File: src/swc_pkg.sv
// ----------------------------------------------------------------------------
// swc_pkg: shared types and constants of the settable wall clock
// Character codes, place weights of the time digits and the command decode.
// ----------------------------------------------------------------------------
`default_nettype none

package swc_pkg;

  localparam int unsigned DayW   = 17;   // seconds of the day
  localparam int unsigned AccW   = 19;   // room for 99:99:99 before the range check
  localparam int unsigned DigW   = 4;
  localparam int unsigned NumDig = 6;
  localparam int unsigned PhaseW = 3;

  localparam logic [DayW-1:0] SecsPerDay = 17'd86400;
  localparam logic [DayW-1:0] LastSec    = 17'd86399;

  localparam logic [7:0] ChPercent = 8'h25;  // '%'
  localparam logic [7:0] ChColon   = 8'h3A;  // ':'
  localparam logic [7:0] ChStop    = 8'h54;  // 'T'
  localparam logic [7:0] ChSet     = 8'h53;  // 'S'
  localparam logic [7:0] ChReset   = 8'h52;  // 'R'
  localparam logic [7:0] ChZero    = 8'h30;  // '0'
  localparam logic [7:0] ChNine    = 8'h39;  // '9'
  localparam logic [7:0] ChSpace   = 8'h20;
  localparam logic [7:0] ChCr      = 8'h0D;
  localparam logic [7:0] ChLf      = 8'h0A;

  typedef enum logic {
    ALU_SUB,
    ALU_MAC
  } alu_op_t;

  typedef logic [NumDig-1:0][DigW-1:0] digits_t;

  // decoded command beat
  typedef struct packed {
    logic    is_stop;
    logic    is_reset;
    logic    is_set;   // prefix, command and text all good
    digits_t digits;   // hh mm ss, most significant first
  } cmd_info_t;

  // weight of each digit position in seconds: hour tens down to second ones
  function automatic logic [15:0] place_weight(input logic [PhaseW-1:0] idx);
    logic [15:0] w;
    case (idx)
      3'd0:    w = 16'd36000;
      3'd1:    w = 16'd3600;
      3'd2:    w = 16'd600;
      3'd3:    w = 16'd60;
      3'd4:    w = 16'd10;
      3'd5:    w = 16'd1;
      default: w = 16'd0;
    endcase
    return w;
  endfunction

endpackage

`default_nettype wire

File: src/swc_alu.sv
// ----------------------------------------------------------------------------
// swc_alu: shared arithmetic unit
// Subtracts a place weight (digit extraction) or adds digit times weight
// (time loading); also reports whether the operand covers the weight.
// ----------------------------------------------------------------------------
`default_nettype none

module swc_alu (
  input  wire swc_pkg::alu_op_t                op,
  input  wire logic [swc_pkg::AccW-1:0]       a,
  input  wire logic [swc_pkg::DigW-1:0]       digit,
  input  wire logic [swc_pkg::PhaseW-1:0]     widx,
  output logic      [swc_pkg::AccW-1:0]       result,
  output logic                                ge
);

  logic [15:0] weight;
  logic [swc_pkg::DigW-1:0] mult;
  logic [19:0] product;

  always_comb begin
    weight  = swc_pkg::place_weight(widx);
    mult    = (op == swc_pkg::ALU_SUB) ? 4'd1 : digit;
    product = mult * weight;
    ge      = ({1'b0, a} >= product);
    if (op == swc_pkg::ALU_SUB) begin
      result = a - product[swc_pkg::AccW-1:0];
    end else begin
      result = a + product[swc_pkg::AccW-1:0];
    end
  end

endmodule

`default_nettype wire

File: src/swc_cmd_chk.sv
// ----------------------------------------------------------------------------
// swc_cmd_chk: command text checker
// Decodes the command character and validates the hh:mm:ss text of a set.
// ----------------------------------------------------------------------------
`default_nettype none

module swc_cmd_chk (
  input  wire logic [87:0]         text,
  output swc_pkg::cmd_info_t       info
);

  logic [10:0][7:0] ch;
  logic             prefix_ok;
  logic             digits_ok;
  logic             seps_ok;
  logic             end_ok;
  swc_pkg::digits_t dg;

  // digit characters sit at byte places 2,3,5,6,8,9
  localparam int DigPos [6] = '{2, 3, 5, 6, 8, 9};

  always_comb begin
    ch        = text;
    prefix_ok = (ch[0] == swc_pkg::ChPercent);
    seps_ok   = (ch[4] == swc_pkg::ChColon) && (ch[7] == swc_pkg::ChColon);
    end_ok    = (ch[10] == swc_pkg::ChSpace) || (ch[10] == swc_pkg::ChCr) ||
                (ch[10] == swc_pkg::ChLf);
    digits_ok = 1'b1;
    for (int i = 0; i < swc_pkg::NumDig; i++) begin
      digits_ok = digits_ok && (ch[DigPos[i]] >= swc_pkg::ChZero) &&
                  (ch[DigPos[i]] <= swc_pkg::ChNine);
      dg[i] = ch[DigPos[i]][3:0];
    end
    info.is_stop  = prefix_ok && (ch[1] == swc_pkg::ChStop);
    info.is_reset = prefix_ok && (ch[1] == swc_pkg::ChReset);
    info.is_set   = prefix_ok && (ch[1] == swc_pkg::ChSet) && seps_ok &&
                    digits_ok && end_ok;
    info.digits   = dg;
  end

endmodule

`default_nettype wire

File: src/settable_wall_clock.sv
// ----------------------------------------------------------------------------
// settable_wall_clock: hh:mm:ss wall clock driven by ticks and commands
// Sequencer around one shared subtract / multiply-add unit.
// ----------------------------------------------------------------------------
// Input stream (s_*): one beat per tick or command. s_tuser = 0 is a
// one-second tick, 1 a command whose text sits in s_tdata.
// Output stream (m_*): one beat of six time digits per tick while the
// display is on; the digits show the time before the tick advances it.
// A tick with the display on walks the count through the shared unit, one
// compare-subtract per cycle against the place weights of all digits but
// the seconds ones, which is the remainder left over, before the result is
// registered. A tick with the display off, and 'T' or 'R', finish in IDLE;
// 'S' runs six multiply-add steps and then a range check.
// s_tready is low while an item is being worked on. A result waiting in the
// output register does not block new input; only the next result's load
// waits for the receiver to take the previous beat.
// Reset clears the count to midnight and turns the display off.
// ----------------------------------------------------------------------------
`default_nettype none

module settable_wall_clock (
  input  wire logic        clk,
  input  wire logic        rst,
  input  wire logic        s_tvalid,
  output logic             s_tready,
  // prefix, command, hour tens, hour ones, sep, min tens, min ones,
  // sep, sec tens, sec ones, end char (8 bits each, from bit 0 up)
  input  wire logic [87:0] s_tdata,
  // req_type
  input  wire logic [0:0]  s_tuser,
  output logic             m_tvalid,
  input  wire logic        m_tready,
  // hour_tens[1:0], hour_ones[5:2], minute_tens[8:6], minute_ones[12:9],
  // sec_tens[15:13], sec_ones[19:16], zero pad [23:20]
  output logic [23:0]      m_tdata
);

  typedef enum logic [2:0] {
    IDLE,
    CONVERT,
    ACCUM,
    CHECK,
    EMIT
  } state_t;

  state_t                         state;
  logic [swc_pkg::DayW-1:0]       day_seconds;
  logic                           display_on;
  logic [swc_pkg::AccW-1:0]       acc;
  logic [swc_pkg::PhaseW-1:0]     phase;
  swc_pkg::digits_t               dig;

  swc_pkg::cmd_info_t             info;
  swc_pkg::alu_op_t               alu_op;
  logic [swc_pkg::AccW-1:0]       alu_res;
  logic                           alu_ge;
  logic                           in_beat;

  swc_cmd_chk u_chk (
    .text (s_tdata),
    .info (info)
  );

  assign alu_op = (state == ACCUM) ? swc_pkg::ALU_MAC : swc_pkg::ALU_SUB;

  swc_alu u_alu (
    .op     (alu_op),
    .a      (acc),
    .digit  (dig[phase]),
    .widx   (phase),
    .result (alu_res),
    .ge     (alu_ge)
  );

  assign s_tready = (state == IDLE);
  assign in_beat  = s_tvalid && s_tready;

  always_ff @(posedge clk) begin
    if (rst) begin
      state       <= IDLE;
      day_seconds <= '0;
      display_on  <= 1'b0;
      m_tvalid    <= 1'b0;
      phase       <= '0;
    end else begin
      if (m_tvalid && m_tready) begin
        m_tvalid <= 1'b0;
      end
      case (state)
        IDLE: begin
          if (in_beat) begin
            if (s_tuser[0] == 1'b0) begin
              if (day_seconds == swc_pkg::LastSec) begin
                day_seconds <= '0;
              end else begin
                day_seconds <= day_seconds + 17'd1;
              end
              if (display_on) begin
                acc   <= {2'b00, day_seconds};
                phase <= '0;
                dig   <= '0;
                state <= CONVERT;
              end
            end else if (info.is_stop) begin
              display_on <= 1'b0;
            end else if (info.is_reset) begin
              day_seconds <= '0;
              display_on  <= 1'b1;
            end else if (info.is_set) begin
              acc   <= '0;
              phase <= '0;
              dig   <= info.digits;
              state <= ACCUM;
            end
          end
        end
        CONVERT: begin
          // peel off one weight per cycle; the remainder below ten is the last digit
          if (alu_ge) begin
            acc        <= alu_res;
            dig[phase] <= dig[phase] + 4'd1;
          end else if (phase == 3'd4) begin
            dig[5] <= acc[swc_pkg::DigW-1:0];
            state  <= EMIT;
          end else begin
            phase <= phase + 3'd1;
          end
        end
        ACCUM: begin
          acc <= alu_res;
          if (phase == 3'd5) begin
            state <= CHECK;
          end else begin
            phase <= phase + 3'd1;
          end
        end
        CHECK: begin
          if (acc < {2'b00, swc_pkg::SecsPerDay}) begin
            day_seconds <= acc[swc_pkg::DayW-1:0];
            display_on  <= 1'b1;
          end
          state <= IDLE;
        end
        EMIT: begin
          if (!m_tvalid || m_tready) begin
            m_tvalid <= 1'b1;
            m_tdata  <= {4'd0, dig[5], dig[4][2:0], dig[3], dig[2][2:0],
                         dig[1], dig[0][1:0]};
            state    <= IDLE;
          end
        end
        default: begin
          state <= IDLE;
        end
      endcase
    end
  end

endmodule

`default_nettype wire
File: config.mk
export PLATFORM = sky130hd
export DESIGN_NAME = settable_wall_clock
export DESIGN_NICKNAME = d
export VERILOG_FILES = /design/src/swc_pkg.sv /design/src/swc_alu.sv /design/src/swc_cmd_chk.sv /design/src/settable_wall_clock.sv
export SDC_FILE = /design/constraint.sdc
export NUM_CORES = 1
export LEC_CHECK = 0
export BUFFER_PORTS_ARGS = -buffer_cell sky130_fd_sc_hd__buf_2
export CAP_MARGIN = 20
export CELL_PAD_IN_SITES_DETAIL_PLACEMENT = 0
export CELL_PAD_IN_SITES_GLOBAL_PLACEMENT = 1
export CORE_MARGIN = 2
export CORE_UTILIZATION = 30
export CTS_CLUSTER_DIAMETER = 80
export DETAILED_ROUTE_END_ITERATION = 16
export PLACE_DENSITY = 0.62
export SYNTH_ARGS = -nofsm -noshare
export SYNTH_HDL_FRONTEND = slang
export SYNTH_SLANG_ARGS = --single-unit
File: constraint.sdc
create_clock -name clk -period 7.9 [get_ports clk]
set_input_delay 1.58 -clock clk [delete_from_list [all_inputs] [get_ports clk]]
set_output_delay 1.58 -clock clk [all_outputs]
set_load 0.1 [all_outputs]
==> results of run 1 <==
[logic make-up (layout without fill, tap and decap cells)]
group	count (synthesis)	after routing
buf+inv	104	213
flops	88	88
other cells	1	4
mux	5	5
fa+ha+maj	86	86
xor+xnor	56	56
simple gates	336	336
compound gates	237	237
[metal layers]
layer,wire (um),share of wire [%]
met2,11200,48
met3,796,3.4
met5,0,0
met1,11100,47
met4,403,1.7
[sequential cells by signal (all words and copies together) (netlist names)]
name and count:
dig 24, m_tdata 20, acc 19, day_seconds 17, phase 3, state 3, display_on 1, m_tvalid 1
[cell usage in the layout (no fill, tap or decap), types with 11 or more instances in the layout]
cell and count:
a211oi_1 13, a21oi_1 49, a22o_1 11, a22oi_1 16
a31oi_1 12, and3_1 12, buf_2 114, buf_4 20
dfxtp_1 23, edfxtp_1 63, fa_1 17, ha_1 68
inv_1 58, nand2_1 85, nand3_1 23, nand3b_1 14
nand4_1 13, nor2_1 91, nor3_1 21, o211ai_1 12
o21ai_0 57, xnor2_1 37, xor2_1 17
[through the flow]
step                      power [uW]  utilization (%)  instance area, um^2
after floorplan                  540                -                 7880
after global placement           570             34.2                 8870
after detailed placement         570             34.2                 8870
after CTS                       1000             35.4                 9160
after global routing            1030             35.5                 9200
final                            989             35.5                 9200
[critical path: cells and delay by family, from the launching register on]
kind / cells / cell delay, ns
multiplexers: 1 / 0.37
buffers and inverters: 3 / 0.35
flip-flops: 1 / 0.35
AO/OA/AOI/OAI: 11 / 2.29
AND/OR/NAND/NOR: 4 / 1.04
adder cells (fa/ha/maj): 5 / 2.09
XOR/XNOR: 1 / 0.41
[layout make-up]
cell class	count	area (um^2)	share of cell area, %
Clock inverter	7	68.8	0.748
Multi-Input combinational cell	724	5120	55.6
Timing Repair Buffer	135	741	8.05
Inverter	62	233	2.53
Tap cell	335	419	4.56
Clock buffer	9	225	2.45
Sequential cell	88	2390	26.0
[what timing repair did]
item	in CTS	in global routing
resized for setup	0	8
setup endpoints to repair	0	48
hold endpoints to repair	0	0
setup buffers	0	0
[worst max path at each step]
stage,slack (ns),end,start
2_1_floorplan,0.59,acc[0],phase[0]
3_3_place_gp,0.45,dig[5],phase[0]
3_5_place_dp,0.35,dig[12],phase[2]
4_1_cts,0.31,dig[2],phase[2]
5_1_grt,0.12,dig[20],phase[1]
6_report,0.64,dig[20],phase[1]
[report_power, final]
| group | total [uW] | leakage (uW) | switching, uW | internal [uW] |
|---|---|---|---|---|
| Sequential | 493 | 0.000771 | 1.80 | 491 |
| Combinational | 66.9 | 0.00281 | 36.7 | 30.2 |
| Clock | 429 | 0.000146 | 206 | 223 |
| Total | 989 | 0.00373 | 244 | 744 |
==> results.md, run 1 <==
* CTS H-tree lvls at 3
* Antenna diode count at 0
* Main synth FF type: edfxtp_1
* Cells after Synth at 913
* CP Capture Type: flip-flop
* Grt total ovfl at 0
* Hold depth at 0
* Layout Nets at 1198
* #FFs+latches synth at 88
* Crit Path Category: reg2reg
* Post-synth top area share at approximately a quarter
* Final wirelength at 23500 um
* Number of port buffers at 114
* Crit-path max FO at 19
* Slowest cell on crit path: fa_1
* Post-Layout Cell Count at 1360
* Hold Crit Start: dig[6]
* Synth cell count leaders: nor2_1, nand2_1, ha_1
* Pwr Density at 107 nW/um^2
* Initial DRC count at 408
* Reg-to-Reg End: dig[20]
* DR pass1 iterations at 5
* Starting Density at 30.4%
* Clock root cell: clkbuf_16
* Reg2reg setup slack at 0.64 ns
* Gp weighted congestion at 0.831
* Worst Setup Start Kind: flip-flop
* FP Rows at 59
* Warnings, synthesis at 0
* Die W at roughly 170 um
* Filler Cells Inserted at 2722
* Worst R2R Start: phase[1]
* GR Layer Usage met3 at 2.88%
* Sequential share of the synthesized area at 30.4%
* Tcrit/Tclk final at 91.9%
* Post-synth EDFFs at 63
* Hold Path Class: reg2reg
* Max Clock Skew at 0.0121 ns
* Relative slew margins at between 30% and 40%
* Largest family of logic cells by synthesized area: simple AND/OR/NAND/NOR gates
* Compound-Gate Fraction of Synth Area at 19.9%
* Leakage at 0.00373 uW
* Final Max Tran Viols at 0
* Asr flop ratio synth at 0%
* Most numerous cell in the Yosys netlist: nor2_1
* Fin Hold WS at ~0.48 ns
* M2 GR Usage at 28.1%
* Clk sinks at slightly below 90
* Synth cell types at 73
* Tightest Pin Transition at 0.960 ns
* Post-Syn Area at 7870 um^2
* Hold buffers post-CTS at 0
* Synth Area per Inst at about 8.6 um^2
* Vias per cell at 5.20
* Final setup fails at 0
* CTS tree: yes
* Hold Path Sink: m_tdata[4]
* Synth area leaders: edfxtp_1, ha_1, dfxtp_1
* I/O pin cnt at 119
* GRT met1 Usage at 23.1%
* Die Ht at 166 um
* Vias in the first global route at 6808
* Pre-CTS setup slack at around 0.35 ns
* Simple-gate share of the synthesized area at 21.8%
* Clk slew on worst S/H paths at approximately 0.070 ns
* Core outline area at roughly 26000 um^2
* Largest net degree at the start of global routing at 34
* Share of cells above drive strength 1 at 17.6%
* First-pass GRT wire length at around 38000 um
* DRC viols at 0
* Num CTS Buffers at 9
* Max Clock Freq at ~140 MHz
* Worst path required time at 7.91 ns
* Drt wl/cell at ~17 um
* Final ANT Viol Nets at 0
* Layer with the highest usage: met2
* Fin crit period at 7.26 ns
* Mux share of post-synthesis cell area at less than 1%
* Total Routing Usage GR at 16.9%
* DPL Wire Length at 19000 um
* TNS Setup at 0 ns
* Latest clock arrival within the worst-skew pair at around 0.35 ns
* Placed insts at between 1000 and 1500
* CP peak stage delay at ~0.54 ns
* Synth Area in Adders at between 10% and 20%
* Post-Synth XOR/XNOR Area at 6.52%
* CP Data Arrival Time at 7.27 ns
* Largest area contributor in the netlist: edfxtp_1
* Path depth of the worst reg2reg path at 25
* Maximum root-to-sink buffer count at 2
* Run status: complete, no violations
* Worst vdd ir at 0.104 mV
* Die ar. at 27500 um^2
* Initial antenna violation count at 0
* Total number of vias at ~7000
* Area grow syn2layout at 17.0%
* RSZ-0062 raised after global routing: false
* Final WS setup at 0.637 ns
* Max_cap viols at 0
* Final Hold Viols at 0
Power figures use the tool's default switching activity.
==> run 2, diff against run 1 <==
--- a/config.mk
+++ b/config.mk
@@ -11,6 +11,7 @@
 export CELL_PAD_IN_SITES_GLOBAL_PLACEMENT = 1
 export CORE_MARGIN = 2
 export CORE_UTILIZATION = 30
+export CTS_BUF_LIST = sky130_fd_sc_hd__clkbuf_4 sky130_fd_sc_hd__clkbuf_8
 export CTS_CLUSTER_DIAMETER = 80
 export DETAILED_ROUTE_END_ITERATION = 16
 export PLACE_DENSITY = 0.62
==> results.md, run 2 (synthesis results as in run 1) <==
* Run status: complete, no violations
* Core outline area at roughly 26000 um^2
* Die W at approximately 170 um
* CP Capture Type: flip-flop
* Max Clock Skew at 0.0124 ns
* TNS Setup at 0 ns
* FP Rows at slightly below 60
* Max_cap viols at 0
* Worst path required time at 7.93 ns
* CP peak stage delay at 0.66 ns
* Total number of vias at just over 7000
* Sw frac at 26.5%
* Most frequent cells in the layout: buf_2, nor2_1, nand2_1
* Worst vdd ir at 0.0662 mV
* Tightest Pin Transition at 0.868 ns
* Clk slew on worst S/H paths at 0.10 ns
* Logic pwr share at between 7 and 8%
* Number of port buffers at 114
* Slowest cell on crit path: a221oi_1
* Final Hold Viols at 0
* Hold buffers post-CTS at 0
* Die Ht at 166 um
* Tcrit/Tclk final at 93.0%
* Crit Path Category: reg2reg
* Clk sinks at 88
* Final ANT Viol Nets at 0
* Internal power at 645 uW
* Crit-path max FO at 19
* Share of cells above drive strength 1 at 17.2%
* Final core occ at 35.0%
* Leakage at 0.00366 uW
* Worst Setup Start Kind: flip-flop
* Latest clock arrival within the worst-skew pair at between 0.3 and 0.4 ns
* Relative slew margins at 41.8%
* CTS tree: yes
* CTS resizes at 0
* Initial antenna violation count at 0
* Starting Density at 30.4%
* Grt total ovfl at 0
* Die ar. at 27500 um^2
* Fin Hold WS at 0.476 ns
* Hold Path Class: reg2reg
* Pwr Density at 96.7 nW/um^2
* Clock root cell: clkbuf_8
* Seq pwr share at roughly 56%
* CP Data Arrival Time at 7.38 ns
* DPL Wire Length at 19000 um
* Gp weighted congestion at 0.831
* Vias in the first global route at between 6000 and 7000
* Final Max Tran Viols at 0
* Largest registers: dig (24), m_tdata (20), acc (19)
* Total Routing Usage GR at 16.9%
* RSZ-0062 raised after global routing: true
* Initial DRC count at 472
* Final setup fails at 0
* Layout Nets at 1198
* DRC viols at 0
* Area grow syn2layout at 15.4%
* Num CTS Buffers at 9
* Fin crit period at 7.35 ns
* Max Clock Freq at 136 MHz
* Post-CTS setup buffer count at 0
* Largest register by flop count: dig
* Sw Pwr at 233 uW
* I/O pin cnt at 119
* Largest net degree at the start of global routing at 34
* Max reg flops at 24
* Clk pwr share at approximately 36%
* CTS H-tree lvls at 3
* Vias per cell at 5.18
* Antenna diode count at 0
* Commonest non-fill, non-tap cell in the layout: buf_2
* Final wirelength at 23500 um
* First-pass GRT wire length at 37600 um
* Maximum root-to-sink buffer count at 2
* DR pass1 iterations at 5
* Drt wl/cell at 17.3 um
==> run 2: through the flow <==
stage               power [uW]  cells  instance area, um^2  setup slack, ns
floorplan                  540    916                 7880            0.588
global placement           570   1344                 8870            0.452
detailed placement         570   1344                 8870            0.349
CTS                        890   1360                 9060            0.316
global route               917   1360                 9070          -0.0535
finish                     878   1360                 9070            0.551
==> run 2: per-layer routing <==
layer | global-route usage [%] | vias up | share of wire [%]
met5 | 0 | - | 0
met4 | 4.01 | 0 | 1.5
met3 | 2.57 | 29 | 3.7
met2 | 27.9 | 145 | 48
met1 | 23.4 | 3309 | 47
li1 | - | 3558 | -
==> run 2: layout make-up <==
cell class	instances	area [um^2]
Fill cell	2730	16800
Multi-Input combinational cell	724	5090
Sequential cell	88	2390
Timing Repair Buffer	135	741
Tap cell	335	419
Inverter	62	233
Clock buffer	9	124
Clock inverter	7	68.8
==> run 2: path summary, 6_finish.rpt <==
check	endpoint	startpoint	slack [ns]	depth (start not counted)
worst min register to register	m_tdata[3]	dig[5]	0.48	0
worst max register to register	dig[0]	phase[1]	0.55	28
worst min-delay path	m_tdata[3]	dig[5]	0.48	0
worst max-delay path	dig[0]	phase[1]	0.55	28
==> run 2: power groups by stage <==
| stage | Combinational, uW | Sequential [uW] | Clock, uW |
|---|---|---|---|
| after global placement | 66.6 | 503 | 0 |
| after detailed placement | 66.9 | 503 | 0 |
| after global routing | 74.0 | 493 | 350 |
| final | 66.8 | 493 | 318 |
| after CTS | 67.2 | 493 | 330 |
| after floorplan | 37.0 | 503 | 0 |
==> run 2: critical path: cells and delay by family (launching register included) <==
family                     cells  cell delay (ns)
AOI/OAI and AO/OA              8             2.01
and+or+nand+nor               10             1.87
adders and majority gates      5             1.80
buffers and inverters          4             0.62
DFF                            1             0.36
xor gates and xnor gates       1             0.31
